==> src/design/smf_pkg.sv <==
// shared types, constants and helpers for the smoothing filter with change mark
// used by every module of the block; depends on nothing
`timescale 1ns / 1ps

package smf_pkg;

  localparam int MAX_WIDTH  = 128;
  localparam int MAX_HEIGHT = 128;
  localparam int PIXEL_BITS = 8;
  localparam int MIN_SIZE   = 3;
  localparam int RING_ROWS  = 5;
  localparam int WIN        = 5;

  localparam int COL_BITS  = $clog2(MAX_WIDTH);
  localparam int ROW_BITS  = 8;
  localparam int BANK_BITS = $clog2(RING_ROWS);
  localparam int LAG_BITS  = ROW_BITS + 1;

  localparam int FIFO_DEPTH    = 4;
  localparam int FIFO_PTR_BITS = $clog2(FIFO_DEPTH);

  // sum widths
  localparam int SUM_BITS  = 13;
  localparam int ROW5_BITS = 11;
  localparam int ROW3_BITS = 10;

  // truncating division by a reciprocal, exact over the sum range
  localparam int RECIP25  = 5243;
  localparam int SHIFT25  = 17;
  localparam int RECIP9   = 3641;
  localparam int SHIFT9   = 15;
  localparam int SHIFT16  = 4;
  localparam int PROD_BITS = 2 * SUM_BITS;

  // register indexes
  localparam logic [1:0] REG_MODE      = 2'd0;
  localparam logic [1:0] REG_WIDTH     = 2'd1;
  localparam logic [1:0] REG_HEIGHT    = 2'd2;
  localparam logic [1:0] REG_THRESHOLD = 2'd3;

  // filter modes
  localparam logic [1:0] MODE_BOX3  = 2'd0;
  localparam logic [1:0] MODE_BOX5  = 2'd1;
  localparam logic [1:0] MODE_GAUSS = 2'd2;

  localparam logic [7:0] RESET_WIDTH     = 8'd80;
  localparam logic [7:0] RESET_HEIGHT    = 8'd40;
  localparam logic [7:0] RESET_THRESHOLD = 8'd10;

  typedef struct packed {
    logic [1:0]            mode;
    logic [PIXEL_BITS-1:0] thresh;
  } cfg_t;

  typedef struct packed {
    logic                  shift;
    logic [PIXEL_BITS-1:0] pix;
    logic [BANK_BITS-1:0]  wbank;
    logic [COL_BITS-1:0]   wcol;
    logic                  emit;
    logic [BANK_BITS-1:0]  obank;
    logic [COL_BITS-1:0]   ocol;
    logic                  border;
    logic                  last;
  } cmd_t;

  typedef struct packed {
    logic                  emit;
    logic                  border;
    logic                  last;
    logic [PIXEL_BITS-1:0] orig;
  } stage_t;

  // ring bank holding the row j above the row in bank b
  function automatic logic [BANK_BITS-1:0] bank_sub(input logic [BANK_BITS-1:0] b,
                                                    input logic [BANK_BITS-1:0] j);
    logic [BANK_BITS:0] t;
    t = {1'b0, b} + (BANK_BITS+1)'(RING_ROWS) - {1'b0, j};
    if (t >= (BANK_BITS+1)'(RING_ROWS)) begin
      t = t - (BANK_BITS+1)'(RING_ROWS);
    end
    return t[BANK_BITS-1:0];
  endfunction

endpackage

==> src/design/smf_fifo.sv <==
// short command queue between the front end and the filter datapath
// depends on smf_pkg for the command type and depth
`timescale 1ns / 1ps

module smf_fifo (
  input  logic          clk,
  input  logic          rst,
  input  logic          push,
  input  smf_pkg::cmd_t push_cmd,
  output logic          full,
  input  logic          pop,
  output logic          valid,
  output smf_pkg::cmd_t pop_cmd
);

  smf_pkg::cmd_t entries [smf_pkg::FIFO_DEPTH];
  logic [smf_pkg::FIFO_PTR_BITS-1:0] wptr, rptr;
  logic [smf_pkg::FIFO_PTR_BITS:0]   count;

  assign full    = (count == (smf_pkg::FIFO_PTR_BITS+1)'(smf_pkg::FIFO_DEPTH));
  assign valid   = (count != '0);
  assign pop_cmd = entries[rptr];

  always_ff @(posedge clk) begin
    if (push) begin
      entries[wptr] <= push_cmd;
    end
  end

  always_ff @(posedge clk) begin
    if (rst) begin
      wptr  <= '0;
      rptr  <= '0;
      count <= '0;
    end else begin
      if (push) begin
        wptr <= wptr + 1'b1;
      end
      if (pop) begin
        rptr <= rptr + 1'b1;
      end
      count <= count + (smf_pkg::FIFO_PTR_BITS+1)'(push) - (smf_pkg::FIFO_PTR_BITS+1)'(pop);
    end
  end

endmodule

==> config.mk <==
export PLATFORM = sky130hd
export DESIGN_NAME = smf_fifo
export DESIGN_NICKNAME = d
export VERILOG_FILES = /design/src/design/smf_pkg.sv /design/src/design/smf_fifo.sv
export SDC_FILE = /design/constraint.sdc
export NUM_CORES = 1
export LEC_CHECK = 0
export BUFFER_PORTS_ARGS = -buffer_cell sky130_fd_sc_hd__buf_2
export CAP_MARGIN = 15
export CELL_PAD_IN_SITES_DETAIL_PLACEMENT = 1
export CELL_PAD_IN_SITES_GLOBAL_PLACEMENT = 1
export CORE_UTILIZATION = 50
export DETAILED_ROUTE_END_ITERATION = 10
export PLACE_DENSITY_LB_ADDON = 0.1
export REMOVE_ABC_BUFFERS = 1
export SLEW_MARGIN = 20
export SYNTH_ARGS = -nofsm -noshare
export SYNTH_HDL_FRONTEND = slang
export SYNTH_SLANG_ARGS = --single-unit
==> constraint.sdc <==
create_clock -name clk -period 2.24 [get_ports clk]
set_input_delay 0.56 -clock clk [delete_from_list [all_inputs] [get_ports clk]]
set_output_delay 0.56 -clock clk [all_outputs]
set_load 0.05 [all_outputs]
### Word-level counts from Yosys, hierarchy flattened

Memory sizes are Yosys's and may differ from the RTL's. A register that Yosys moved wholly into a read port is not among the register bits.
Cells that the tools add are included.

| word-level totals | value |
|---|---|
| output and inout bits | 34 |
| word-level logic and storage cells | 14 |
| bits of input ports | 36 |
| memory bits (writable) | 128 |
| memories kept | 1 |
| flip-flop bits (word level) | 7 |

| cells by class | value |
|---|---|
| reduce and logical (&&, ||, !) cells | 1 |
| add/subtract/negate cells | 4 |
| mux-type cells | 4 |
| eq/ne operators | 1 |

Memories:

| memory | depth | bits a word | rd ports | clocked after Yosys merged registers in | write ports | line | RTL |
|---|---|---|---|---|---|---|---|
| entries | 4 | 32 | 1 | 1 | 1 | smf_fifo.sv:16 | `smf_pkg::cmd_t entries [smf_pkg::FIFO_DEPTH];` |

Operators by type and width:

| operator | number |
|---|---|
| $add 2x1->2 const B | 2 |
| $mux 2 | 2 |
| $add 3x1->3 | 1 |
| $eq 3x3->1 const B | 1 |
| $reduce_bool 3->1 | 1 |
| $sub 3x1->3 | 1 |
| $mux 1 | 2 |

### Logic depth before layout (Yosys ltp)

Gate-level depths: netlist of the first run.

| logic depth | value |
|---|---|
| depth after elaboration | 3 |
| gate-level depth with buffers | 7 |
| depth with buffers taken out | 7 |

### Worst setup path after synthesis of the first run

Ideal clock, no wire load.

| path | value |
|---|---|
| kind | input-to-reg |
| from | input pop |
| to | register count[2] (netlist name) |
| required time | 2130 ps |
| arrival time | 1764 ps |
| stages | 6 |
| setup slack | 366 ps |
| buffers on the path | 0 |
| library setup time | 110 ps |
| cells stage by stage | ha_1 -> inv_1 -> ha_1 -> fa_1 -> xor3_1 -> nor2_1 |

| between the ends | value |
|---|---|
| cells in the longest elaborated chain, start to end | 1 |

RTL lines:

| item | line | RTL |
|---|---|---|
| start: declaration | smf_fifo.sv:11 | `input logic pop,` |
| $sub 3x1->3 | smf_fifo.sv:42 | `count <= count + (smf_pkg::FIFO_PTR_BITS+1)'(push) - (smf_pkg::FIFO_PTR_BITS+1)'(pop);` |
| end signal: assignment | smf_fifo.sv:42 |  |
| end: declaration | smf_fifo.sv:18 | `logic [smf_pkg::FIFO_PTR_BITS:0] count;` |

No other way between the ends.
A chain may end at the register's enable or synchronous reset.

==> results of run 1 <==
==> routing by layer <==
metal / global-route usage [%] / routed length [um]
met1: 25.5 / 4030
met2: 35.8 / 5280
met3: 5.22 / 325
met4: 8.45 / 158
met5: 0 / 0
==> Yosys cell counts <==
cell type	number
edfxtp_1	128
mux4_2	30
dfxtp_1	9
ha_1	6
inv_1	6
nor2_1	5
and2_1	4
buf_12	3
buf_2	3
mux4_1	2
nor2b_1	2
xnor2_1	2
a21bo_2	1
a21oi_1	1
and3_1	1
buf_6	1
fa_1	1
mux2i_1	1
nand3b_1	1
or3_1	1
xor3_1	1
==> power by group through the flow <==
stage / clock, mW / combinational, mW / sequential (mW)
6_report: 2.74 / 1.07 / 2.99
5_1_grt: 2.88 / 1.14 / 3.01
4_1_cts: 2.78 / 1.09 / 2.99
3_5_place_dp: 0 / 0.919 / 3.04
3_3_place_gp: 0 / 0.899 / 3.03
2_1_floorplan: 0 / 0.633 / 3.06
==> layout by cell type (no fill, tap or decap), types with 6 or more instances in the layout <==
cell	count
buf_2	37
buf_4	13
buf_6	23
clkbuf_16	16
dfxtp_1	7
edfxtp_1	128
ha_1	6
inv_1	6
mux4_2	31
==> cell type report <==
| class | instances | area (sq um) | share of cell area (%) |
|---|---|---|---|
| Clock buffer | 21 | 429 | 6.59 |
| Tap cell | 133 | 166 | 2.55 |
| Multi-Input combinational cell | 59 | 967 | 14.8 |
| Clock inverter | 11 | 153 | 2.34 |
| Inverter | 6 | 22.5 | 0.346 |
| Timing Repair Buffer | 83 | 749 | 11.5 |
| Sequential cell | 137 | 4030 | 61.8 |
==> through the flow <==
step	utilization [%]	instance area [sq um]	hold slack (ps)	TNS, ps	std cells
after detailed placement	57.5	5650	528	0	413
final	66.4	6520	252	-5000	450
after CTS	66.6	6540	237	-6080	451
after global routing	66.4	6520	244	-6860	450
after floorplan	-	5010	492	-18140	202
after global placement	57.5	5650	520	0	413
==> flip-flops by register name, summed over array words and instances, names as in the netlist, named ones only <==
| name | count |
|---|---|
| rptr | 2 |
| entries | 128 |
| count | 3 |
| wptr | 2 |
==> kinds of logic after synthesis <==
family	Yosys count	synth area share (%)
flops	137	78.9
mux	33	14.5
simple gates	14	1.50
buf+inv	13	2.13
fa+ha+maj	7	1.87
xor+xnor	3	0.810
compound gates	2	0.294
==> what timing repair did <==
action	in CTS	in global routing
setup endpoints to repair	32	32
gates cloned	3	0
buffers inserted	3	0
resized for setup	66	0
pin swaps	0	0
==> worst min-delay path by stage <==
stage                               from                       end  slack (ps)
CTS                         push_cmd[10]  entries[3][10]$_DFFE_PP_         240
finish                      push_cmd[10]  entries[3][10]$_DFFE_PP_         250
detailed placement  rptr[1]$_SDFFE_PP0P_                  register         530
global route                push_cmd[10]  entries[3][10]$_DFFE_PP_         240
global placement    rptr[1]$_SDFFE_PP0P_                  register         520
floorplan           rptr[1]$_SDFFE_PP0P_                  register         490
==> Flow_metrics.wiki, run 1 <==
{| class="wikitable"
! Metric !! Value
|-
| Internal || 5.16 mW
|-
| Antenna violations before repair || 0
|-
| Number of global-route vias before repair || roughly 2,600
|-
| Worst min-delay path category || in2reg
|-
| CP max stage delay || 520 ps
|-
| Total power divided by cell area || 1040 mW/mm^2
|-
| Largest delay share family, worst path || multiplexers
|-
| Routed vias/inst || 5.27
|-
| FF-to-FF End || count[2]$_SDFF_PP0_
|-
| Maximum operating frequency || between 0.4 and 0.5 GHz
|-
| Total buffers and inverters traversed by the critical path || 3
|-
| Number of nets at the end of the flow || 347
|-
| Count of cell types in the netlist || 21
|-
| Endpoint of the worst setup timing path || pop_cmd[23]
|-
| Count of input and output buffers || 69
|-
| Top area cells in the synthesized netlist || edfxtp_1 75%, mux4_2 13%, dfxtp_1 3.5%
|-
| Number of antenna cells inserted || 0
|-
| Final Slew Violations || 0
|-
| Global-route congestion overflow total || 0
|-
| Filler instances || 842
|-
| Sequential fraction of design power || between 40 and 50%
|-
| Clock tree skew after final layout || approximately 6.9 ps
|-
| Outcome || complete, but fails checks
|-
| Avg Cell Area, Syn || about 24 sq um
|-
| Area growth, synth to finish || 27.8%
|-
| DRC Markers || 0
|-
| Max-cap violations || 0
|-
| Effective utilization at floorplan || between 50 and 60%
|-
| Share of the synthesized area in the top cell type || about 75%
|-
| Crit path depth || 4
|-
| RSZ-0062 raised after global routing || true
|-
| Worst max-slew margin expressed relative to the limit || 78.9%
|-
| Number of clock sinks seen by CTS || 137
|-
| Global-route wire length before repair || 14.8 mm
|-
| Sequence of cells on the critical path || buf_4, buf_16, mux4_2, buf_6
|-
| Core Box Area || 0.00982 sq mm
|-
| Sequential cell area fraction in the yosys report || 78.9%
|-
| All-Layer GR Usage || around a fifth
|-
| Crit path arrival time || 1900 ps
|-
| Post-synthesis sequential element count || between 100 and 150
|-
| Worst-skew pair later-pin latency || 520 ps
|-
| Maximum number of pins on one net before global-route repair || 33
|-
| Number of cells produced by synthesis || 209
|-
| Die outline width || 103 um
|-
| TritonCTS buffer count || 17
|-
| Required time reported for the critical path endpoint || 1680 ps
|-
| Overall power consumption || 6.81 mW
|-
| Die height || 103 um
|-
| Clock network fraction of total power || around two fifths
|-
| Clock-pin slew of the registers on the worst-case setup and hold paths || 60 ps
|-
| Post-Place Setup Slack || between 100 and 150 ps
|-
| HPWL after detailed placement || 5.50 mm
|-
| Fraction of layout cells with a size suffix above 1 || 46.4%
|-
| Final critical-path share of the clock period || 110%
|-
| Launching element type of the critical path || register
|-
| Initial detailed-routing violation count || 120
|-
| Number of H-tree levels || 4
|-
| Via count || 2,371
|-
| Wire length after detailed routing || 9.80 mm
|-
| Post-synth design cell area || 0.00510 sq mm
|-
| Die Area || 0.0106 sq mm
|-
| Root buffer cell || clkbuf_8
|-
| Path type of the worst setup path || reg2out
|-
| Number of cells traversed by the worst hold path || 1
|-
| Crit Path Max Fanout || 6
|-
| Final hold vios || 0
|-
| TritonCTS clock tree || built
|-
| Min cycle time layout || 2460 ps
|-
| Routed length per placed instance || roughly 22 um
|-
| Switching power share of the total || 24.1%
|-
| Origin of the critical flop-to-flop path || count[0]$_SDFF_PP0_
|-
| Routed Antenna Nets || 0
|-
| Bufs on Longest Clock Path || 2
|-
| Number of buffers inserted by hold repair at cts || 0
|-
| Std cell rows || 36
|-
| Failing checks || negative setup slack
|-
| Worst-case register-to-register setup slack || 470 ps
|-
| Transition time of the tightest slew-check pin || 317 ps
|-
| I/O pin cnt || 70
|-
| NetSw || about 1.6 mW
|-
| Gpl congestion || roughly 0.69
|-
| CP max-delay cell || mux4_2
|-
| Yosys synthesis warning count || 0
|-
| Leakage power of the design || 2.30 nW
|-
| Logic depth of the worst register-to-register path || 7
|-
| Cell type with the largest total area after synthesis || edfxtp_1
|-
| Final setup violation count || 32
|-
| Worst Slack Setup Final || -216 ps
|-
| DR pass1 iterations || 4
|-
| Maximum resistive drop on vdd || 0.000589 V
|-
| Comb power frac || 15.7%
|-
| Crit path capture type || output port
|}
No activity file was read; power rests on OpenSTA's default activity.
==> run 2: changes to the inputs <==
--- a/config.mk
+++ b/config.mk
@@ -5,12 +5,14 @@
 export SDC_FILE = /design/constraint.sdc
 export NUM_CORES = 1
 export LEC_CHECK = 0
+export ABC_AREA = 1
 export BUFFER_PORTS_ARGS = -buffer_cell sky130_fd_sc_hd__buf_2
 export CAP_MARGIN = 15
 export CELL_PAD_IN_SITES_DETAIL_PLACEMENT = 1
 export CELL_PAD_IN_SITES_GLOBAL_PLACEMENT = 1
-export CORE_UTILIZATION = 50
+export CORE_UTILIZATION = 47
 export DETAILED_ROUTE_END_ITERATION = 10
+export GPL_TIMING_DRIVEN = 0
 export PLACE_DENSITY_LB_ADDON = 0.1
 export REMOVE_ABC_BUFFERS = 1
 export SLEW_MARGIN = 20
==> run 2 against run 1 <==
- power is 2.8% higher
- register-to-register slack better by 150 ps
- highest routed layer is now met5
- critical path depth is 1 higher
- sequential power hardly changed
- critical path type unchanged
- largest power group is now the clock network
- the flow now finishes without violations
- critical endpoint is now pop_cmd[12]
==> Flow_metrics.wiki, run 2 <==
{| class="wikitable"
! Metric !! Value
|-
| Outcome || completed
|-
| NetSw || about 1.8 mW
|-
| FF-to-FF End || count[2]$_SDFF_PP0_
|-
| Antenna violations before repair || 1
|-
| Total Neg Setup Slack || 0 ps
|-
| Synth Area in Adders || 1.73%
|-
| Largest family of logic cells by synthesized area || compound AO/OA/AOI/OAI gates
|-
| Maximum number of pins on one net before global-route repair || 33
|-
| Die outline width || approximately 110 um
|-
| Number of antenna cells inserted || 0
|-
| Commonest cells after routing, fill and taps aside || 128 x edfxtp_1, 77 x inv_1, 72 x nand2_1
|-
| Clock tree skew after final layout || 9.40 ps
|-
| Via count || 3,475
|-
| Avg Cell Area, Syn || 12.8 sq um
|-
| Comb power frac || 14.7%
|-
| Wire length after detailed routing || roughly 12 mm
|-
| Maximum resistive drop on vdd || approximately 0.00053 V
|-
| Launching element type of the critical path || register
|-
| EDFF count, synth || 128
|-
| Global-route congestion overflow total || 0
|-
| Maximum operating frequency || 0.460 GHz
|-
| Commonest non-fill, non-tap cell in the layout || edfxtp_1
|-
| Clock-pin slew of the registers on the worst-case setup and hold paths || 60 ps
|-
| Area growth, synth to finish || 26.2%
|-
| Worst-skew pair later-pin latency || 410 ps
|-
| Core Box Area || 0.0114 sq mm
|-
| TritonCTS buffer count || 17
|-
| Count of cell types in the netlist || 17
|-
| Mux contribution to synthesized area || 0%
|-
| Global-route wire length before repair || between 15 and 20 mm
|-
| Compound-gate portion of the synthesized area || 11.1%
|-
| Cell type with the largest total area after synthesis || edfxtp_1
|-
| Max reg flops || 128
|-
| TritonCTS clock tree || built
|-
| Origin of the critical flop-to-flop path || count[0]$_SDFF_PP0_
|-
| Worst max-slew margin expressed relative to the limit || 67.3%
|-
| Crit path capture type || output port
|-
| Yosys synthesis warning count || 0
|-
| Top area cells in the synthesized netlist || edfxtp_1 70%, inv_1 5.5%, nand2_1 4.9%
|-
| Multi-input gate area in the final layout || 0.00102 sq mm
|-
| HPWL after detailed placement || roughly 6.5 mm
|-
| Design area || between 0.006 and 0.007 sq mm
|-
| Final critical-path share of the clock period || 97.0%
|-
| All-Layer GR Usage || between 20% and 30%
|-
| Path type of the worst setup path || reg2out
|-
| Share of flip-flops with an asynchronous set or reset after synthesis || 0%
|-
| Effective utilization at floorplan || approximately half
|-
| Std cell rows || 39
|-
| Biggest regs || entries (128), count (3)
|-
| Count of input and output buffers || 69
|-
| Routed vias/inst || roughly 5.2
|-
| Initial detailed-routing violation count || 129
|-
| DRC Markers || 0
|-
| Register name with the most flops || entries
|-
| Sequential cell area || 0.00403 sq mm
|-
| Required time reported for the critical path endpoint || 1680 ps
|-
| Crit Path Max Fanout || 32
|-
| Number of clock sinks seen by CTS || 137
|-
| Share of the synthesized area in the top cell type || 69.8%
|-
| Routed Antenna Nets || 0
|-
| Number of global-route vias before repair || 3,580
|-
| Cell types with the highest counts after synthesis || 128 x edfxtp_1, 81 x inv_1, 72 x nand2_1
|-
| Sequential fraction of design power || 42.4%
|-
| Min cycle time layout || 2170 ps
|-
| Die Area || 0.0122 sq mm
|-
| Die height || 110 um
|-
| Logic depth of the worst register-to-register path || 9
|-
| Total power divided by cell area || 1010 mW/mm^2
|-
| Switching power share of the total || between 20% and 30%
|-
| Filler instances || between 1,000 and 1,500
|-
| Overall power consumption || 7.00 mW
|-
| Worst min-delay path category || in2reg
|-
| RSZ-0062 raised after global routing || true
|-
| Final hold vios || 0
|-
| Worst-case register-to-register setup slack || 620 ps
|-
| Max-cap violations || 0
|-
| Bufs on Longest Clock Path || 2
|-
| Area share of xor/xnor cells in the synthesized design || 0%
|-
| Number of buffers inserted by hold repair at cts || 0
|-
| Final design utilization || 60.9%
|-
| Sequential cell area fraction in the yosys report || 73.0%
|-
| Fraction of layout cells with a size suffix above 1 || 24.0%
|-
| Number of H-tree levels || 4
|-
| Most instantiated flip-flop cell in the synthesis netlist || edfxtp_1
|-
| Post-synth design cell area || approximately 0.0055 sq mm
|-
| Most repeated cell in the gate-level netlist after synthesis || edfxtp_1
|-
| Internal || 5.21 mW
|-
| Gpl congestion || 0.627
|-
| Endpoint of the worst setup timing path || pop_cmd[12]
|-
| Root buffer cell || clkbuf_16
|-
| Number of cells produced by synthesis || 430
|-
| Final Slew Violations || 0
|-
| I/O pin cnt || 70
|-
| Post-synthesis sequential element count || approximately 140
|-
| Routed length per placed instance || between 15 and 20 um
|-
| Clock network fraction of total power || 42.9%
|-
| Leakage power of the design || 2.78 nW
|-
| Simple-gate share of the synthesized area || 5.38%
|-
| Transition time of the tightest slew-check pin || 489 ps
|-
| DR pass1 iterations || 4
|-
| Number of nets at the end of the flow || 555
|-
| Final setup violation count || 0
|-
| Crit path arrival time || 1610 ps
|-
| Cell area after placement || 0.00598 sq mm
|}
==> run 2: metal layers <==
| metal | global-route usage [%] | routed length (um) | vias to the layer above |
|---|---|---|---|
| met4 | 6.58 | 119 | 2 |
| li1 | - | - | 1645 |
| met3 | 6.53 | 391 | 13 |
| met5 | 0 | 13 | - |
| met2 | 37.5 | 6520 | 64 |
| met1 | 26.3 | 5410 | 1751 |
==> run 2: how the worst min path moves through the flow <==
stage / startpoint / to / slack (ps) / cells past startpoint
final: rst / count[1]$_SDFF_PP0_ / 330 / 2
after global routing: rst / count[1]$_SDFF_PP0_ / 330 / 2
after CTS: rst / count[1]$_SDFF_PP0_ / 320 / 2
after detailed placement: rptr[1]$_SDFFE_PP0P_ / register / 450 / 2
after global placement: rptr[1]$_SDFFE_PP0P_ / register / 450 / 2
after floorplan: rptr[1]$_SDFFE_PP0P_ / register / 440 / 2
==> run 2: worst max-delay path, stage by stage, from the launching register on <==
cell       delay (ps)
dfxtp_4           380
bufbuf_16         310
a21oi_1           160
o21ai_1            80
nand2_1            70
buf_4             190
==> run 2: cell families (layout without fill, tap and decap cells) <==
kind of cell	count (synthesis)	count (layout)
flip-flops	137	137
AND/OR/NAND/NOR	78	78
AO/OA/AOI/OAI	106	106
buffers and inverters	102	197
adder cells (fa/ha/maj)	7	7
==> run 2: area by class of cell <==
type | count | share of cell area, %
sequential | 137 | 58.0
multi-input combinational | 191 | 14.7
timing repair buffer | 84 | 11.2
clock buffer | 18 | 6.17
inverter | 81 | 4.37
clock inverter | 14 | 2.93
tap | 143 | 2.57
==> run 2: per-stage QoR <==
| stage | setup slack [ps] | hold WS (ps) | std cells |
|---|---|---|---|
| finish | 66.3 | 331 | 668 |
| global route | -49.1 | 327 | 668 |
| CTS | 0.0117 | 318 | 667 |
| detailed placement | 23.4 | 453 | 626 |
| global placement | -2220 | 453 | 621 |
| floorplan | -1250 | 436 | 409 |
==> run 2: power groups by stage <==
| stage | sequential (mW) | clock, mW | combinational, mW |
|---|---|---|---|
| detailed placement | 3.06 | 0 | 0.832 |
| global route | 2.98 | 3.17 | 1.11 |
| floorplan | 3.05 | 0 | 0.570 |
| CTS | 2.97 | 3.05 | 0.959 |
| global placement | 3.08 | 0 | 0.771 |
| finish | 2.97 | 3.00 | 1.03 |
==> run 2: what timing repair did <==
action / in CTS / in global routing
gates resized for setup: 9 / 60
hold endpoints to repair: 0 / 0
buffers inserted: 8 / 0
gates cloned: 1 / 1
endpoints found under the setup margin: 32 / 28
==> run 3: changes to the inputs <==
--- a/config.mk
+++ b/config.mk
@@ -10,6 +10,7 @@
 export CAP_MARGIN = 15
 export CELL_PAD_IN_SITES_DETAIL_PLACEMENT = 1
 export CELL_PAD_IN_SITES_GLOBAL_PLACEMENT = 1
+export CORE_MARGIN = 5
 export CORE_UTILIZATION = 47
 export DETAILED_ROUTE_END_ITERATION = 10
 export GPL_TIMING_DRIVEN = 0
==> run 3 against run 2 <==
- combinational power about the same
- non-clock buffer count up 1
- critical path depth unchanged
- power down 5.7%
- largest cell class unchanged
- critical path type unchanged
- highest routed layer unchanged
- cell area down 1.5%
- critical endpoint is now pop_cmd[22]
==> Flow_metrics.wiki, run 3 (synthesis gave the netlist of run 2 again) <==
{| class="wikitable"
! Metric !! Value
|-
| Outcome || completed
|-
| Global-route congestion overflow total || 0
|-
| RSZ-0062 raised after global routing || true
|-
| Leakage power of the design || 2.75 nW
|-
| Crit path arrival time || 1660 ps
|-
| Core Box Area || about 0.011 sq mm
|-
| Die outline width || between 100 and 150 um
|-
| Final Slew Violations || 0
|-
| Worst-skew pair later-pin latency || approximately 410 ps
|-
| Via count || about 3,500
|-
| NetSw || 1.75 mW
|-
| Total power divided by cell area || between 900 and 1000 mW/mm^2
|-
| Endpoint of the worst hold path || count[0]$_SDFF_PP0_
|-
| Min cycle time layout || 2220 ps
|-
| Internal || between 4 and 5 mW
|-
| Launching element type of the critical path || register
|-
| Routed Antenna Nets || 0
|-
| Clock-pin slew of the registers on the worst-case setup and hold paths || 60 ps
|-
| Sequential cell area || 0.00403 sq mm
|-
| Crit path capture type || output port
|-
| Number of clock sinks seen by CTS || 137
|-
| Max-cap violations || 0
|-
| Die Area || about 0.014 sq mm
|-
| Switching power share of the total || 26.6%
|-
| Filler instances || 1,127
|-
| TritonCTS buffer count || 17
|-
| Number of antenna cells inserted || 0
|-
| FF-to-FF End || count[2]$_SDFF_PP0_
|-
| Gpl congestion || 0.658
|-
| Final setup violation count || 0
|-
| Max reg flops || 128
|-
| Bufs on Longest Clock Path || 2
|-
| All-Layer GR Usage || 18.9%
|-
| Root buffer cell || clkbuf_16
|-
| TritonCTS clock tree || built
|-
| Wire length after detailed routing || 13.2 mm
|-
| Initial detailed-routing violation count || 202
|-
| Final critical-path share of the clock period || roughly 99%
|-
| Multi-input gate area in the final layout || 0.00101 sq mm
|-
| Biggest regs || entries (128), count (3)
|-
| Final Non-Filler Cells || around 670
|-
| Path type of the worst setup path || reg2out
|-
| Routed vias/inst || 5.25
|-
| DR pass1 iterations || 4
|-
| Number of H-tree levels || 4
|-
| Std cell rows || 39
|-
| Clock network fraction of total power || 39.1%
|-
| Routed length per placed instance || between 15 and 20 um
|-
| Origin of the critical flop-to-flop path || count[0]$_SDFF_PP0_
|-
| Overall power consumption || ~6.6 mW
|-
| HPWL after detailed placement || ~7.3 mm
|-
| Number of buffers inserted by hold repair at cts || 0
|-
| Commonest non-fill, non-tap cell in the layout || edfxtp_1
|-
| Die height || 118 um
|-
| Worst max-slew margin expressed relative to the limit || 69.0%
|-
| Area growth, synth to finish || 24.3%
|-
| Sequential fraction of design power || between 40 and 50%
|-
| Worst-case register-to-register setup slack || around 520 ps
|-
| Logic depth of the worst register-to-register path || 9
|-
| Comb power frac || 15.9%
|-
| Worst min-delay path category || in2reg
|-
| Global-route wire length before repair || just over 20 mm
|-
| Required time reported for the critical path endpoint || 1680 ps
|-
| Commonest cells after routing, fill and taps aside || 128 x edfxtp_1, 77 x inv_1, 72 x nand2_1
|-
| Maximum operating frequency || 0.450 GHz
|-
| Number of cells traversed by the worst hold path || 2
|-
| Effective utilization at floorplan || 48.1%
|-
| Startpoint of the tightest hold check path || rst
|-
| Clock tree skew after final layout || about 8.6 ps
|-
| Transition time of the tightest slew-check pin || 464 ps
|-
| Crit Path Max Fanout || 35
|-
| Number of instances in the placed design || between 600 and 700
|-
| Number of nets at the end of the flow || 556
|-
| Register name with the most flops || entries
|-
| Count of input and output buffers || 69
|-
| Maximum resistive drop on vdd || 0.000547 V
|-
| Maximum number of pins on one net before global-route repair || 36
|-
| Fraction of layout cells with a size suffix above 1 || 22.1%
|-
| DRC Markers || 0
|-
| I/O pin cnt || 70
|-
| Final hold vios || 0
|-
| Antenna violations before repair || 1
|-
| Number of global-route vias before repair || 3,913
|}
[run 3: cell types whose count changed in the layout (fill, tap and decap cells not counted)]
cell / before / now
clkinv_1: 1 / 8
o21ai_0: 24 / 26
buf_8: 0 / 1
a21oi_2: 6 / 2
buf_2: 42 / 45
o21ai_1: 12 / 10
clkinv_2: 4 / 3
buf_16: 5 / 4
buf_12: 4 / 5
buf_4: 10 / 6
a21oi_1: 32 / 36
bufinv_16: 5 / 2
clkinvlp_4: 4 / 1
buf_6: 17 / 18
[run 3: layer usage]
metal  global-route usage [%]  wire length (um)  vias to the layer above
li1                         -                 -                     1649
met1                     21.3              5330                     1782
met2                     34.0              7210                       65
met3                     6.16               546                       17
met4                     5.66               147                        2
met5                        0                13                        -
[run 3: area by class of cell]
| cell class | instances | share of cell area, % |
|---|---|---|
| inverter | 81 | 4.44 |
| clock inverter | 14 | 1.64 |
| timing repair buffer | 85 | 11.5 |
| sequential | 137 | 58.8 |
| multi-input combinational | 191 | 14.7 |
| tap | 143 | 2.61 |
| clock buffer | 18 | 6.26 |
[run 3: worst max path at each step]
stage	cells past startpoint	slack [ps]	endpoint	start
final	5	20	pop_cmd[22]	register
after global routing	5	-60	pop_cmd[0]	register
after CTS	6	0.5	pop_cmd[7]	register
after detailed placement	5	40	pop_cmd[18]	register
after global placement	3	-2250	pop_cmd[19]	register
after floorplan	2	-1250	pop_cmd[0]	register
[run 3: per-stage QoR]
stage / instance area, sq um / utilization (%) / hold WS (ps) / setup WS, ps / setup TNS [ps]
2_1_floorplan: 5330 / - / 436 / -1250 / -39800
6_report: 6850 / 59.7 / 327 / 19.4 / 0
3_5_place_dp: 5980 / 52.2 / 471 / 37.4 / 0
3_3_place_gp: 5850 / 51.1 / 444 / -2250 / -79830
5_1_grt: 6850 / 59.7 / 313 / -62.6 / -621
4_1_cts: 6730 / 58.7 / 323 / 0.500 / 0
[run 3: repair_timing]
action | 4_1_cts | 5_1_grt
cloned | 1 | 1
hold endpoints to repair | 0 | 0
pin swaps | 0 | 0
endpoints found under the setup margin | 32 | 28
gates resized for setup | 14 | 37
setup buffers | 9 | 0
[run 3: power groups by stage]
stage / Combinational, mW / Clock [mW] / Sequential (mW)
3_3_place_gp: 0.775 / 0 / 3.08
2_1_floorplan: 0.570 / 0 / 3.05
3_5_place_dp: 0.849 / 0 / 3.06
5_1_grt: 1.11 / 2.75 / 2.98
4_1_cts: 0.984 / 2.60 / 2.97
6_report: 1.05 / 2.58 / 2.97
[run 3: worst max-delay path: stages, from the launching register on]
cell       delay, ps
dfxtp_4          420
bufbuf_16        350
nand2_1           80
o211ai_1          80
nand2_1           90
buf_2            210
