## config.mk

```make
export PLATFORM = sky130hd
export DESIGN_NAME = smf_front
export DESIGN_NICKNAME = d
export VERILOG_FILES = /design/src/design/smf_pkg.sv /design/src/design/smf_front.sv
export SDC_FILE = /design/constraint.sdc
export NUM_CORES = 1
export LEC_CHECK = 0
export ABC_AREA = 1
export BUFFER_PORTS_ARGS = -buffer_cell sky130_fd_sc_hd__buf_4
export CAP_MARGIN = 20
export CORE_MARGIN = 3
export CORE_UTILIZATION = 50
export CTS_BUF_LIST = sky130_fd_sc_hd__clkbuf_8
export DETAILED_ROUTE_END_ITERATION = 8
export PLACE_DENSITY_LB_ADDON = 0.15
export SYNTH_ARGS = -nofsm -noshare
export SYNTH_HDL_FRONTEND = slang
export SYNTH_SLANG_ARGS = --single-unit
```

## constraint.sdc

```tcl
create_clock -name clk -period 4.5 [get_ports clk]
set_clock_uncertainty 0.1 [all_clocks]
set_input_delay 0.225 -clock clk [delete_from_list [all_inputs] [get_ports clk]]
set_output_delay 0.225 -clock clk [all_outputs]
set_load 0.01 [all_outputs]
```

## src/design/smf_pkg.sv

```systemverilog
// shared types, constants and helpers for the smoothing filter with change mark
// used by every module of the block; depends on nothing
`timescale 1ns / 1ps

package smf_pkg;

  localparam int MAX_WIDTH  = 128;
  localparam int MAX_HEIGHT = 128;
  localparam int PIXEL_BITS = 8;
  localparam int MIN_SIZE   = 3;
  localparam int RING_ROWS  = 5;
  localparam int WIN        = 5;

  localparam int COL_BITS  = $clog2(MAX_WIDTH);
  localparam int ROW_BITS  = 8;
  localparam int BANK_BITS = $clog2(RING_ROWS);
  localparam int LAG_BITS  = ROW_BITS + 1;

  localparam int FIFO_DEPTH    = 4;
  localparam int FIFO_PTR_BITS = $clog2(FIFO_DEPTH);

  // sum widths
  localparam int SUM_BITS  = 13;
  localparam int ROW5_BITS = 11;
  localparam int ROW3_BITS = 10;

  // truncating division by a reciprocal, exact over the sum range
  localparam int RECIP25  = 5243;
  localparam int SHIFT25  = 17;
  localparam int RECIP9   = 3641;
  localparam int SHIFT9   = 15;
  localparam int SHIFT16  = 4;
  localparam int PROD_BITS = 2 * SUM_BITS;

  // register indexes
  localparam logic [1:0] REG_MODE      = 2'd0;
  localparam logic [1:0] REG_WIDTH     = 2'd1;
  localparam logic [1:0] REG_HEIGHT    = 2'd2;
  localparam logic [1:0] REG_THRESHOLD = 2'd3;

  // filter modes
  localparam logic [1:0] MODE_BOX3  = 2'd0;
  localparam logic [1:0] MODE_BOX5  = 2'd1;
  localparam logic [1:0] MODE_GAUSS = 2'd2;

  localparam logic [7:0] RESET_WIDTH     = 8'd80;
  localparam logic [7:0] RESET_HEIGHT    = 8'd40;
  localparam logic [7:0] RESET_THRESHOLD = 8'd10;

  typedef struct packed {
    logic [1:0]            mode;
    logic [PIXEL_BITS-1:0] thresh;
  } cfg_t;

  typedef struct packed {
    logic                  shift;
    logic [PIXEL_BITS-1:0] pix;
    logic [BANK_BITS-1:0]  wbank;
    logic [COL_BITS-1:0]   wcol;
    logic                  emit;
    logic [BANK_BITS-1:0]  obank;
    logic [COL_BITS-1:0]   ocol;
    logic                  border;
    logic                  last;
  } cmd_t;

  typedef struct packed {
    logic                  emit;
    logic                  border;
    logic                  last;
    logic [PIXEL_BITS-1:0] orig;
  } stage_t;

  // ring bank holding the row j above the row in bank b
  function automatic logic [BANK_BITS-1:0] bank_sub(input logic [BANK_BITS-1:0] b,
                                                    input logic [BANK_BITS-1:0] j);
    logic [BANK_BITS:0] t;
    t = {1'b0, b} + (BANK_BITS+1)'(RING_ROWS) - {1'b0, j};
    if (t >= (BANK_BITS+1)'(RING_ROWS)) begin
      t = t - (BANK_BITS+1)'(RING_ROWS);
    end
    return t[BANK_BITS-1:0];
  endfunction

endpackage

```

## src/design/smf_front.sv

```systemverilog
// front end: configuration registers, raster counters and item classification
// depends on smf_pkg; pushes one command per useful word into the queue
`timescale 1ns / 1ps

module smf_front (
  input  logic                          clk,
  input  logic                          rst,
  input  logic                          in_valid,
  output logic                          in_ready,
  input  logic                          kind,
  input  logic [smf_pkg::PIXEL_BITS-1:0] pixel_value,
  input  logic                          cfg_valid,
  output logic                          cfg_ready,
  input  logic [1:0]                    cfg_index,
  input  logic [7:0]                    cfg_data,
  input  logic                          q_full,
  output logic                          q_push,
  output smf_pkg::cmd_t                 q_cmd,
  output smf_pkg::cfg_t                 cfg
);

  logic [1:0] filter_mode;
  logic [7:0] image_width;
  logic [7:0] image_height;
  logic [7:0] diff_threshold;

  logic [smf_pkg::ROW_BITS-1:0]  in_row, in_row_next, out_row, out_row_next;
  logic [smf_pkg::COL_BITS-1:0]  in_col, in_col_next, out_col, out_col_next;
  logic [smf_pkg::BANK_BITS-1:0] in_bank, in_bank_next, out_bank, out_bank_next;
  logic [smf_pkg::LAG_BITS-1:0]  pend, pend_next;

  logic [7:0]                    w, h;
  logic                          rad2;
  logic [smf_pkg::LAG_BITS-1:0]  lag, rad;
  logic [smf_pkg::LAG_BITS-1:0]  r9, c9;
  logic                          do_write, do_emit, do_clear, fire, cfg_fire;
  logic                          border, last;

  assign cfg_ready = 1'b1;
  assign cfg_fire  = cfg_valid;
  assign in_ready  = !q_full;
  assign fire      = in_valid && in_ready;
  assign cfg.mode   = filter_mode;
  assign cfg.thresh = diff_threshold;

  always_comb begin
    w = image_width;
    if (image_width < 8'(smf_pkg::MIN_SIZE)) begin
      w = 8'(smf_pkg::MIN_SIZE);
    end else if (image_width > 8'(smf_pkg::MAX_WIDTH)) begin
      w = 8'(smf_pkg::MAX_WIDTH);
    end
    h = image_height;
    if (image_height < 8'(smf_pkg::MIN_SIZE)) begin
      h = 8'(smf_pkg::MIN_SIZE);
    end else if (image_height > 8'(smf_pkg::MAX_HEIGHT)) begin
      h = 8'(smf_pkg::MAX_HEIGHT);
    end
    rad2 = (filter_mode == smf_pkg::MODE_BOX5);
    rad  = rad2 ? 9'd2 : 9'd1;
    lag  = rad2 ? ({w, 1'b0} + 9'd2) : ({1'b0, w} + 9'd1);

    r9 = {1'b0, out_row};
    c9 = {2'b00, out_col};
    border = (r9 < rad) || (c9 < rad) || (r9 + rad >= {1'b0, h}) || (c9 + rad >= {1'b0, w});
    last   = (out_row == h - 8'd1) && ({1'b0, out_col} == w - 8'd1);

    do_write = 1'b0;
    do_emit  = 1'b0;
    do_clear = 1'b0;
    // once the frame is in, any word drains one pending result
    if (in_row >= h) begin
      if (out_row < h) begin
        do_emit = 1'b1;
      end else begin
        do_clear = 1'b1;
      end
    end else if (!kind) begin
      do_write = 1'b1;
      if (pend >= lag) begin
        do_emit = 1'b1;
      end
    end
  end

  always_comb begin
    q_cmd.shift  = do_write;
    q_cmd.pix    = pixel_value;
    q_cmd.wbank  = in_bank;
    q_cmd.wcol   = in_col;
    q_cmd.emit   = do_emit;
    q_cmd.obank  = out_bank;
    q_cmd.ocol   = out_col;
    q_cmd.border = border;
    q_cmd.last   = last;
    q_push = fire && (do_write || do_emit);
  end

  always_comb begin
    in_row_next   = in_row;
    in_col_next   = in_col;
    in_bank_next  = in_bank;
    out_row_next  = out_row;
    out_col_next  = out_col;
    out_bank_next = out_bank;
    pend_next     = pend;
    if (do_write) begin
      pend_next = pend + 9'd1;
      if ({1'b0, in_col} + 8'd1 >= w) begin
        in_col_next = '0;
        in_row_next = in_row + 8'd1;
        in_bank_next = (in_bank == 3'(smf_pkg::RING_ROWS - 1)) ? '0 : in_bank + 3'd1;
      end else begin
        in_col_next = in_col + 7'd1;
      end
    end
    if (do_emit) begin
      pend_next = do_write ? pend : pend - 9'd1;
      if ({1'b0, out_col} + 8'd1 >= w) begin
        out_col_next = '0;
        out_row_next = out_row + 8'd1;
        out_bank_next = (out_bank == 3'(smf_pkg::RING_ROWS - 1)) ? '0 : out_bank + 3'd1;
      end else begin
        out_col_next = out_col + 7'd1;
      end
    end
    if (do_clear || (do_emit && last)) begin
      in_row_next   = '0;
      in_col_next   = '0;
      in_bank_next  = '0;
      out_row_next  = '0;
      out_col_next  = '0;
      out_bank_next = '0;
      pend_next     = '0;
    end
  end

  always_ff @(posedge clk) begin
    if (rst) begin
      filter_mode    <= smf_pkg::MODE_BOX3;
      image_width    <= smf_pkg::RESET_WIDTH;
      image_height   <= smf_pkg::RESET_HEIGHT;
      diff_threshold <= smf_pkg::RESET_THRESHOLD;
      in_row   <= '0;
      in_col   <= '0;
      in_bank  <= '0;
      out_row  <= '0;
      out_col  <= '0;
      out_bank <= '0;
      pend     <= '0;
    end else if (cfg_fire) begin
      unique case (cfg_index)
        smf_pkg::REG_MODE:      filter_mode    <= cfg_data[1:0];
        smf_pkg::REG_WIDTH:     image_width    <= cfg_data;
        smf_pkg::REG_HEIGHT:    image_height   <= cfg_data;
        smf_pkg::REG_THRESHOLD: diff_threshold <= cfg_data;
        default:                diff_threshold <= diff_threshold;
      endcase
      // any write restarts the frame
      in_row   <= '0;
      in_col   <= '0;
      in_bank  <= '0;
      out_row  <= '0;
      out_col  <= '0;
      out_bank <= '0;
      pend     <= '0;
    end else if (fire) begin
      in_row   <= in_row_next;
      in_col   <= in_col_next;
      in_bank  <= in_bank_next;
      out_row  <= out_row_next;
      out_col  <= out_col_next;
      out_bank <= out_bank_next;
      pend     <= pend_next;
    end
  end

endmodule

```

Word level (Yosys, flattened, before mapping)
Cells that the tools add are included.
Word-level totals
  latch bits: 0
  ROM bits: 0
  bits of input ports: 24
  memory bits (writable): 0
  logic and storage cells: 113
  output and inout bits: 45
  bits in registers: 71
  memories: 0
Cells by class
  multiply operators: 0
  div/mod/pow operators: 0
  add/sub/neg operators: 16
  $lt $le $gt $ge: 13
  eq/ne operators: 9
  mux-type cells: 38
  reduce and logical (&&, ||, !) cells: 26
  bitwise logic cells: 0
  shifts and indexed selects: 0
Operator list (number)
  2-to-1 mux 8 bit: 10
  2-to-1 mux 9 bit: 5
  2-to-1 mux 7 bit: 6
  >= comparator 8 bit: 4
  2-to-1 mux 3 bit: 8
  adder 7 x 1 -> 8 bit, second input constant: 2
  adder 8 x 1 -> 8 bit, second input constant: 2
  greater-than comparator 8 bit, second input constant: 2
  < comparator 8 x 2 -> 1 bit, second input constant: 2
  subtractor 8 x 1 -> 8 bit, second input constant: 2
  adder 7 x 1 -> 7 bit, second input constant: 2
  AND reduction 2 bit: 6
  adder 8 x 1 -> 9 bit, second input constant: 1
  adder 8 x 2 -> 9 bit: 1
  adder 9 x 1 -> 9 bit, second input constant: 1
  adder 9 x 2 -> 9 bit, second input constant: 1
  >= comparator 9 x 8 -> 1 bit: 1
  >= comparator 9 bit: 1
  AND reduction 3 bit: 3
  subtractor 9 x 1 -> 9 bit, second input constant: 1
  adder 7 x 2 -> 8 bit: 1
  == test 7 x 8 -> 1 bit: 1
  == test 8 bit: 1
  < comparator 8 x 2 -> 1 bit: 1
  other kinds (16): 37

Longest topological paths before layout
Gate-level depths: netlist of the first run.
  depth in word-level cells: 13
  gate-level depth with buffers: 33
  depth with buffers taken out: 32

Worst setup path before layout of the first run
No wires, ideal clock.
  path kind: register -> register
  start point: reg image_width[2]
  end point: reg pend[8] in the netlist's numbering
  required time: 4.330 ns
  cell stages (with the launch flop): 32
  path buffers: 1
  period minus slack after synthesis: 4.763 ns
  path slack: -0.263 ns
  setup time: 0.070 ns
  arrival time: 4.592 ns
  path through: dfxtp_1 nor2_1 nand3_1 nor2_1 a21oi_2 inv_1 ha_1 nor3b_1 nand3_1 xor2_1 o21ai_0 ha_1 nand2_1 nor2_1 nand2_1 o2111ai_1 a21o_1 buf_4 nand2_1 inv_1 ha_1 a21oi_1 o21ai_0 a21oi_1 o21bai_1 nand2_1 nand2_1 a21oi_1 xor2_1 xor2_1 nand2_1 a21oi_1
On the way
  longest elaborated chain between the ends: 13
  elaborated cells between the ends (all ways): 21
  those cells by class: add/sub (3); order compare (3); eq/ne (2); mux (8); reduce/logical (5)
Ends and longest elaborated chain
  start, declared: line smf_front.sv:23  | logic [7:0] image_width;
  start signal, assigned: line smf_front.sv:141  | image_width <= smf_pkg::RESET_WIDTH;
  start signal, assigned: line smf_front.sv:154  | smf_pkg::REG_WIDTH: image_width <= cfg_data;
  greater-than comparator 8 bit: line smf_front.sv:50  | end else if (image_width > 8'(smf_pkg::MAX_WIDTH)) begin
  2-to-1 mux 8 bit: line smf_front.sv:50
  2-to-1 mux 8 bit (*): line smf_front.sv:48  | if (image_width < 8'(smf_pkg::MIN_SIZE)) begin
  adder 9 x 2 -> 9 bit / adder 8 x 1 -> 9 bit (equally long branches): line smf_front.sv:61  | lag = rad2 ? ({w, 1'b0} + 9'd2) : ({1'b0, w} + 9'd1);
  2-to-1 mux 9 bit (*): line smf_front.sv:61
  >= comparator 9 bit (*): line smf_front.sv:80  | if (pend >= lag) begin
  2-to-1 mux 1 bit (*): line smf_front.sv:80
  2-to-1 mux 1 bit (*): line smf_front.sv:78  | end else if (!kind) begin
  2-to-1 mux 1 bit (*): line smf_front.sv:72  | if (in_row >= h) begin
  named net do_emit: line smf_front.sv:36  | logic do_write, do_emit, do_clear, fire, cfg_fire;
  logical AND 1 bit: line smf_front.sv:127  | if (do_clear || (do_emit && last)) begin
  logical OR 1 bit: line smf_front.sv:127
  != test 3 x 2 -> 1 bit (no line) / nonzero test 3 bit (equally long branches)
  AND reduction 3 bit (no line)
  end signal, assigned: line smf_front.sv:174  | pend <= pend_next;
  end, declared: line smf_front.sv:30  | logic [smf_pkg::LAG_BITS-1:0] pend, pend_next;
Mark *: on every way through the listed nets, which the timed path passes. The rest lies on a longest branch.
A chain may end at the register's enable or synchronous reset.

Worst setup path after layout of the first run
  start point: reg image_width[4]
  end point: reg pend[8] in the netlist's numbering
On the way
  longest elaborated chain between the ends: 13
  elaborated cells between the ends (all ways): 21
  those cells by class: add/sub (3); order compare (3); eq/ne (2); mux (8); reduce/logical (5)
Ends and longest elaborated chain (line)
  greater-than comparator 8 bit: smf_front.sv:50
  2-to-1 mux 8 bit: smf_front.sv:50
  2-to-1 mux 8 bit (*): smf_front.sv:48
  adder 9 x 2 -> 9 bit / adder 8 x 1 -> 9 bit (equally long branches): smf_front.sv:61
  2-to-1 mux 9 bit: smf_front.sv:61
  >= comparator 9 bit: smf_front.sv:80
  2-to-1 mux 1 bit: smf_front.sv:80
  2-to-1 mux 1 bit: smf_front.sv:78
  2-to-1 mux 1 bit: smf_front.sv:72
  logical AND 1 bit: smf_front.sv:127
  logical OR 1 bit: smf_front.sv:127
  != test 3 x 2 -> 1 bit (no line) / nonzero test 3 bit (equally long branches)
  AND reduction 3 bit (no line)
Mark *: on every way between the ends. The rest lies on a longest branch, timed or not.

==> out/qor.yml, run 1 <==
status: "complete, but fails checks"
violations: "setup timing"
diodes: 0
io_pins: 69
drive_gt1_frac: 0.181
cts_inserted_buffers: 9
grt.total_usage: 0.250
dp_hpwl_mm: 12.6
async_flop_share: 0
rsz0062_at_grt: "true"
wl_per_cell_um: 14.9
reg2reg_depth: 31
vias: 5985
start_util: 0.524
dieArea_um2: 13600
yosys_warnings: 0
vias_per_cell: 5.44
synth.distinct_cells: 48
area.growth.synth_to_final_pct: 18.2
setup_viol: 1
timing.rr.start: "image_width[4]"
finalWorstSetupSlack_ps: -54.3
grt_max_degree: 27
timing.fmax_ghz: 0.220
worst_path_max_delay_cell: "dfxtp_2"
clkLatencyLatePin_ps: 370
dr_wl_met2_mm: 7.98
io_buffers: 51
netlist_instances: 876
critPathCaptureType: "flip-flop"
yosysSeqAreaShare: 0.232
regToRegSetupSlack_ps: -50
dp.cells: 1065
grt_pass1_vias: 5702
maxSlewHeadroom: 0.475
maxCapViolCount: 0
m1WireLength_mm: 7.19
h-tree-depth: 3
grt_overflow: 0
synthFlopType: "dfxtp_1"
cp-start-kind: "flip-flop"
worstPathRequired_ps: 4700
r2r-end: "pend[8]"
drc: 0
netlist_area_um2: 6140
layout_commonest_cell: "nand2_1"
synth_enable_flop_cells: 0
clkSinkCount: 71
p_leak_nw: 3.57
finalNetCount: 1062
root_buffer: "clkbuf_8"
crit_start: "image_width[4]"
place.gp.congestion: 0.870
tns_ps: -54.3
crit_type: "reg2reg"
die_w_um: 117
antenna_found_initial: 0
drt_iter0_drc: 416
firstDrtPassIters: 5
drv_slew: 0
vdd_drop_max_mv: 0.173
place_area_um2: 6710
met3_length_um: 762
avgSynthCellArea_um2: 7.00
hold_viol_final: 0
worstMarginPinSlew_ps: 787
std_cell_rows: 39
min_period_over_period: 1.01
finish.cell_count_without_fillers: 1100
min_path_type: "in2reg"
highest_layer: "met4"
synth_nets: 986
clk_pin_slew_ps: 80
die_h_um: 117
cp_max_fo: 4
worstPathArrival_ps: 4760
ant_nets: 0
fin_crit_ps: 4550
wl_mm: 16.4
ys_seq_elements: 71
grt_pass1_wl_mm: 26.9
cp_common_cell: "nand2_1"
fin_area_um2: 7250
clock_path_buffers: 2
tritoncts: "built"
slowest_delay_ps: 330
p_total_mw: 1.54
mostFrequentLayoutCells: "nand2_1 (149), nor2_1 (107), inv_1 (94), buf_4 (90), ha_1 (79)"
coreArea_um2: 11700
crit_path_end: "pend[8]"
power_density_nw_per_um2: 212
worst min path at each step:
stage,cells after the start,to,slack [ps],start
2_1_floorplan,2,image_width[4],250,cfg_data[4]
3_3_place_gp,0,q_cmd[26],350,pixel_value[3]
3_5_place_dp,0,q_cmd[26],350,pixel_value[3]
4_1_cts,3,image_width[1],8,cfg_data[1]
5_1_grt,3,diff_threshold[1],20,cfg_data[1]
6_report,3,diff_threshold[1],30,cfg_data[1]
power breakdown:
group / switching, mW / internal [mW]
logic: 0.198 / 0.134
registers: 0.0139 / 0.642
clock network: 0.267 / 0.285
critical path, delay by kind of cell, from the launching register on:
family,cells,cell delay [ps]
adder cells (fa/ha/maj),2,540
buffers and inverters,3,310
XOR/XNOR,2,350
AND/OR/NAND/NOR,14,1600
AO/OA/AOI/OAI,10,1270
flip-flops,1,330
routing by layer:
| metal | up-vias | GRT usage |
|---|---|---|
| met4 | 0 | 0.0986 |
| met2 | 154 | 0.432 |
| met5 | - | 0 |
| li1 | 3021 | - |
| met3 | 34 | 0.0468 |
| met1 | 2776 | 0.306 |
sequential cells by signal, indices dropped and copies added, names as in the netlist:
name,cells
in_row,8
in_bank,3
out_bank,3
filter_mode,2
image_width,8
diff_threshold,8
out_col,7
out_row,8
in_col,7
image_height,8
pend,9
cells by family (layout without fill, tap and decap cells):
logic type	Yosys count	count (layout)	share of synthesized area
xor+xnor	58	58	0.0850
other cells	1	1	0.000611
mux	1	1	0.00163
compound gates	145	145	0.134
flops	71	71	0.232
simple gates	376	376	0.270
buf+inv	138	219	0.0985
fa+ha+maj	86	86	0.179
cell usage after synthesis, types with 2 or more instances:
| library cell | instances | area (um^2) |
|---|---|---|
| nand2_1 | 153 | 574 |
| a21boi_0 | 2 | 15.0 |
| nand4_1 | 18 | 113 |
| buf_2 | 3 | 15.0 |
| o211ai_1 | 5 | 37.5 |
| inv_2 | 5 | 18.8 |
| nor2_1 | 111 | 417 |
| a21oi_2 | 2 | 17.5 |
| o21ai_2 | 3 | 26.3 |
| nand3b_1 | 2 | 15.0 |
| fa_1 | 3 | 60.1 |
| dfxtp_1 | 71 | 1420 |
| clkinv_1 | 4 | 15.0 |
| a211oi_1 | 2 | 15.0 |
| o21ai_4 | 2 | 32.5 |
| nand2_2 | 11 | 68.8 |
| buf_6 | 3 | 33.8 |
| ha_1 | 83 | 1040 |
| buf_4 | 16 | 120 |
| o2111ai_1 | 2 | 17.5 |
| clkbuf_1 | 10 | 37.5 |
| inv_1 | 97 | 364 |
| a21oi_1 | 68 | 340 |
| nand2_4 | 2 | 22.5 |
| nor3b_1 | 2 | 15.0 |
| o21ai_0 | 46 | 230 |
| xor2_1 | 45 | 394 |
| o21bai_1 | 2 | 15.0 |
| o21ai_1 | 4 | 20.0 |
| nor3_1 | 16 | 80.1 |
| nand3_1 | 49 | 245 |
| xnor2_1 | 12 | 105 |
| nor4_1 | 4 | 25.0 |
| nand3_2 | 2 | 20.0 |
| o21a_1 | 3 | 22.5 |
stage by stage:
step                      utilization  hold WS, ps  setup slack, ps
after floorplan                     -          251             6.03
after global placement          0.573          350             56.7
after detailed placement        0.573          350             -220
after CTS                       0.601         8.21             2.18
after global routing            0.619         19.7             -417
final                           0.619         25.5            -54.3
final cells by class:
cell class,instances,area (um^2)
Clock buffer,11,151
Clock inverter,5,56.3
Fill cell,1070,4460
Inverter,106,403
Multi-Input combinational cell,667,4290
Sequential cell,71,1430
Tap cell,143,179
Timing Repair Buffer,97,747
repair_timing:
| item | 4_1_cts | 5_1_grt |
|---|---|---|
| pin swaps | 1 | 20 |
| setup buffers | 3 | 10 |
| cloned | 0 | 0 |
| hold buffers | 6 | 0 |
| endpoints found under the hold margin | 11 | 0 |
| resized for setup | 9 | 36 |
| setup endpoints to repair | 3 | 20 |
Power figures use the tool's default switching activity.
==> run 2: changes to the inputs <==
--- a/config.mk
+++ b/config.mk
@@ -11,8 +11,10 @@
 export CORE_MARGIN = 3
 export CORE_UTILIZATION = 50
 export CTS_BUF_LIST = sky130_fd_sc_hd__clkbuf_8
+export CTS_CLUSTER_SIZE = 16
 export DETAILED_ROUTE_END_ITERATION = 8
 export PLACE_DENSITY_LB_ADDON = 0.15
+export RECOVER_POWER = 100
 export SYNTH_ARGS = -nofsm -noshare
 export SYNTH_HDL_FRONTEND = slang
 export SYNTH_SLANG_ARGS = --single-unit
==> run 2 against run 1 <==
Net effect:
- the flow still finishes with violations (setup timing)
- critical path type unchanged
- count of clock-buffer cells in the layout did not move
- power decreased by 0.61%
- register-to-register slack about the same
- non-clock buffer count unchanged
- wire length hardly changed
- die area stayed put
- sequential share of layout area increased by 0.41 points
- cell area decreased by 2.0%
- first-iteration DRC count rose by 9.4%
- critical path depth is 1 lower
==> out/qor.yml, run 2 (synthesized netlist as in run 1, its figures left out) <==
clkLatencyLatePin_ps: 370
drv_slew: 0
timing.fmax_ghz: 0.220
m1WireLength_mm: 7.12
ant_nets: 0
wl_per_cell_um: 14.9
die_w_um: 117
worst_path_max_delay_cell: "dfxtp_4"
layout_commonest_cell: "nand2_1"
root_buffer: "clkbuf_8"
min_from: "cfg_data[1]"
area.growth.synth_to_final_pct: 15.8
finish.cell_count_without_fillers: 1100
io_pins: 69
min_period_over_period: 1.01
vias: 5999
io_buffers: 51
clkSinkCount: 71
top_register: "pend"
hold_viol_final: 0
worstPathArrival_ps: 4760
dp.cells: 1065
drt_iter0_drc: 455
clk_pin_slew_ps: 80
vdd_drop_max_mv: 0.179
std_cell_rows: 39
cts_inserted_buffers: 9
setup_viol: 1
final_util: 0.607
crit_start: "image_width[0]"
p_leak_nw: 3.43
highest_layer: "met4"
met3_length_um: 809
r2r-end: "pend[8]"
firstDrtPassIters: 6
timing.rr.start: "image_width[0]"
cp_max_fo: 4
grt_max_degree: 27
grt_pass1_vias: 5702
grt_overflow: 0
worstMarginPinSlew_ps: 790
maxCapViolCount: 0
place.gp.congestion: 0.870
dp_hpwl_mm: 12.6
finalNetCount: 1062
min_path_type: "in2reg"
wl_mm: 16.4
worstPathRequired_ps: 4700
coreArea_um2: 11700
reg2reg_depth: 30
start_util: 0.524
drc: 0
power_density_nw_per_um2: 215
diodes: 0
clock_path_buffers: 2
rsz0062_at_grt: "true"
h-tree-depth: 3
maxSlewHeadroom: 0.472
antenna_found_initial: 0
drive_gt1_frac: 0.142
regToRegSetupSlack_ps: -60
crit_type: "reg2reg"
mostFrequentLayoutCells: "nand2_1 (150), nor2_1 (107), inv_1 (94), ha_1 (79), dfxtp_1 (68)"
fin_crit_ps: 4560
grt.total_usage: 0.250
cp_common_cell: "nand2_1"
violations: "setup timing"
die_h_um: 117
finalWorstSetupSlack_ps: -55.3
crit_path_end: "pend[8]"
largest_reg_flops: 9
slowest_delay_ps: 360
critPathCaptureType: "flip-flop"
cp-start-kind: "flip-flop"
grt_pass1_wl_mm: 26.9
tritoncts: "built"
status: "complete, but fails checks"
dieArea_um2: 13600
dr_wl_met2_mm: 7.99
vias_per_cell: 5.45
==> run 2: worst min-delay path by stage <==
stage,endpoint,depth (start not counted)
finish,diff_threshold[1],3
global route,diff_threshold[1],3
CTS,image_width[1],3
detailed placement,q_cmd[26],0
global placement,q_cmd[26],0
floorplan,image_width[4],2
==> run 2: metrics by stage <==
step           setup WS (ps)  cell area (um^2)  power [mW]  hold WS (ps)  TNS (ps)
2_1_floorplan           6.03              6150       0.884           251         0
3_3_place_gp            56.7              6710       0.964           350         0
3_5_place_dp            -220              6710       0.973           350      -329
4_1_cts                 2.18              7040        1.53          8.21         0
5_1_grt                 -417              7110        1.61          19.7      -861
6_report               -55.3              7110        1.53          18.5     -55.3
==> run 2: where the power goes <==
part	internal [mW]	switching (mW)	leakage, nW
Clock	0.285	0.266	0.105
Combinational	0.126	0.198	2.75
Sequential	0.642	0.0134	0.576
==> run 2: critical path, delay by kind of cell, from the launching register on <==
kind	cells	cell delay, ps
AOI/OAI and AO/OA	10	1380
and+or+nand+nor	13	1270
xor gates and xnor gates	3	540
DFF	1	360
buffers and inverters	1	90
adders and majority gates	3	720
==> run 2: routing by layer <==
| layer | GRT usage | vias up |
|---|---|---|
| met2 | 0.432 | 166 |
| met1 | 0.306 | 2778 |
| met5 | 0 | - |
| met4 | 0.0986 | 0 |
| li1 | - | 3019 |
| met3 | 0.0468 | 36 |
==> run 2: what timing repair did <==
action / in CTS / in global routing
buffers inserted: 3 / 10
hold endpoints to repair: 11 / 0
hold buffers: 6 / 0
resized for setup: 9 / 36
setup endpoints to repair: 3 / 20
pin swaps: 1 / 20
==> run 2: area by class of cell <==
| type | instances | area (um^2) |
|---|---|---|
| clock buffer | 11 | 151 |
| clock inverter | 5 | 56.3 |
| fill | 1107 | 4600 |
| inverter | 106 | 403 |
| multi-input combinational | 667 | 4270 |
| sequential | 71 | 1430 |
| tap | 143 | 179 |
| timing repair buffer | 97 | 619 |
==> run 3: changes to the inputs <==
--- a/config.mk
+++ b/config.mk
@@ -9,7 +9,7 @@
 export BUFFER_PORTS_ARGS = -buffer_cell sky130_fd_sc_hd__buf_4
 export CAP_MARGIN = 20
 export CORE_MARGIN = 3
-export CORE_UTILIZATION = 50
+export CORE_UTILIZATION = 30
 export CTS_BUF_LIST = sky130_fd_sc_hd__clkbuf_8
 export CTS_CLUSTER_SIZE = 16
 export DETAILED_ROUTE_END_ITERATION = 8
==> run 3 against run 2 <==
Net effect:
- the run now ends clean
- cell count rose by 11%
- via count is 6.0% lower
- global-route usage down 9.1 points
- maximum frequency up 3.7%
- clock power shrank 2%
- first-iteration DRC count is 44% lower
- critical path type unchanged
- critical endpoint unchanged
- highest routed layer unchanged
==> out/qor.yml, run 3 (synthesized netlist as in run 1, its figures left out) <==
status: "completed"
crit_start: "image_width[4]"
vias: 5637
firstDrtPassIters: 4
cts_inserted_buffers: 9
grt_overflow: 0
cp_max_fo: 5
ant_nets: 0
io_pins: 69
fin_crit_ps: 4390
timing.fmax_ghz: 0.228
root_buffer: "clkbuf_8"
critPathCaptureType: "flip-flop"
diodes: 0
drc: 0
io_buffers: 51
drive_gt1_frac: 0.137
place.gp.congestion: 0.821
vias_per_cell: 4.61
die_h_um: 149
final_util: 0.363
grt_pass1_vias: 5512
nFillCells: 2233
crit_path_end: "pend[8]"
std_cell_rows: 51
start_util: 0.310
mostFrequentLayoutCells: "nand2_1 (152), nor2_1 (109), inv_1 (95), ha_1 (79), dfxtp_1 (68)"
clock_path_buffers: 2
timing.rr.start: "image_width[4]"
wl_per_cell_um: 14.0
layout_commonest_cell: "nand2_1"
crit_type: "reg2reg"
worst_path_max_delay_cell: "dfxtp_2"
grt.total_usage: 0.159
cp_common_cell: "nand2_1"
r2r-end: "pend[8]"
maxCapViolCount: 0
min_period_over_period: 0.977
slowest_delay_ps: 320
maxSlewHeadroom: 0.412
timing.hold.ws_ps: 15.7
clkLatencyLatePin_ps: 380
drv_slew: 0
pre_cts_slack_ps: -168
regToRegSetupSlack_ps: 110
hold_viol_final: 0
dp_hpwl_mm: 13.5
worstMarginPinSlew_ps: 881
min_path_type: "in2reg"
worstPathRequired_ps: 4700
grt_pass1_wl_mm: 28.3
h-tree-depth: 3
rsz0062_at_grt: "true"
grt_max_degree: 27
worstPathArrival_ps: 4590
area.growth.synth_to_final_pct: 17.1
tritoncts: "built"
finalWorstSetupSlack_ps: 106
p_leak_nw: 3.40
power_density_nw_per_um2: 211
reg2reg_depth: 29
setup_viol: 0
finalNetCount: 1063
multi_input_area_um2: 4220
antenna_found_initial: 0
largest_reg_flops: 9
drt_iter0_drc: 255
die_w_um: 149
cp-start-kind: "flip-flop"
clk_pin_slew_ps: 90
dieArea_um2: 22200
vdd_drop_max_mv: 0.0962
clkSinkCount: 71
wl_mm: 17.2
top_register: "pend"
coreArea_um2: 19800
regArea_um2: 1430
run 3: timing repair:
item | 4_1_cts | 5_1_grt
resized for setup | 15 | 15
hold endpoints to repair | 6 | 0
hold buffers | 4 | 0
pin swaps | 19 | 13
setup endpoints to repair | 2 | 4
buffers inserted | 3 | 1
run 3: layout make-up:
| cell class | count | area share |
|---|---|---|
| Multi-Input combinational cell | 667 | 0.587 |
| Sequential cell | 71 | 0.198 |
| Timing Repair Buffer | 98 | 0.0866 |
| Inverter | 106 | 0.0557 |
| Tap cell | 265 | 0.0462 |
| Clock buffer | 9 | 0.0172 |
| Clock inverter | 7 | 0.00906 |
run 3: layer usage:
metal	global-route usage	part of all wire	up-vias
met1	0.226	0.51	2567
met5	0	0	-
li1	-	-	3028
met3	0.0219	0.022	9
met2	0.257	0.46	33
met4	0.0343	0.0095	0
run 3: worst min path at each step:
| stage | start | end | slack, ps | cells past startpoint |
|---|---|---|---|---|
| finish | cfg_data[1] | diff_threshold[1] | 20 | 3 |
| global route | cfg_data[1] | diff_threshold[1] | 30 | 3 |
| CTS | cfg_data[1] | diff_threshold[1] | 0.4 | 3 |
| detailed placement | diff_threshold[1] | diff_threshold[1] | 350 | 2 |
| global placement | diff_threshold[1] | diff_threshold[1] | 350 | 2 |
| floorplan | cfg_data[4] | image_width[4] | 250 | 2 |
run 3: critical path: cells and delay by family, from the launching register on:
| family | cells | cell delay (ps) |
|---|---|---|
| AO/OA/AOI/OAI | 10 | 1350 |
| AND/OR/NAND/NOR | 10 | 960 |
| adder cells (fa/ha/maj) | 2 | 580 |
| XOR/XNOR | 3 | 550 |
| buffers and inverters | 4 | 450 |
| flip-flops | 1 | 320 |
run 3: report_power, final:
group	switching, mW	internal, mW	total [mW]
Combinational	0.197	0.124	0.321
Clock	0.289	0.252	0.542
Sequential	0.0125	0.643	0.655
run 3: stage by stage:
step | instance area [um^2] | cells | TNS [ps] | power (mW)
2_1_floorplan | 6150 | 876 | 0 | 0.884
3_3_place_gp | 6950 | 1199 | -66.7 | 0.989
3_5_place_dp | 6950 | 1199 | -168 | 0.989
4_1_cts | 7260 | 1222 | 0 | 1.54
5_1_grt | 7180 | 1223 | -4180 | 1.60
6_report | 7180 | 1223 | 0 | 1.52
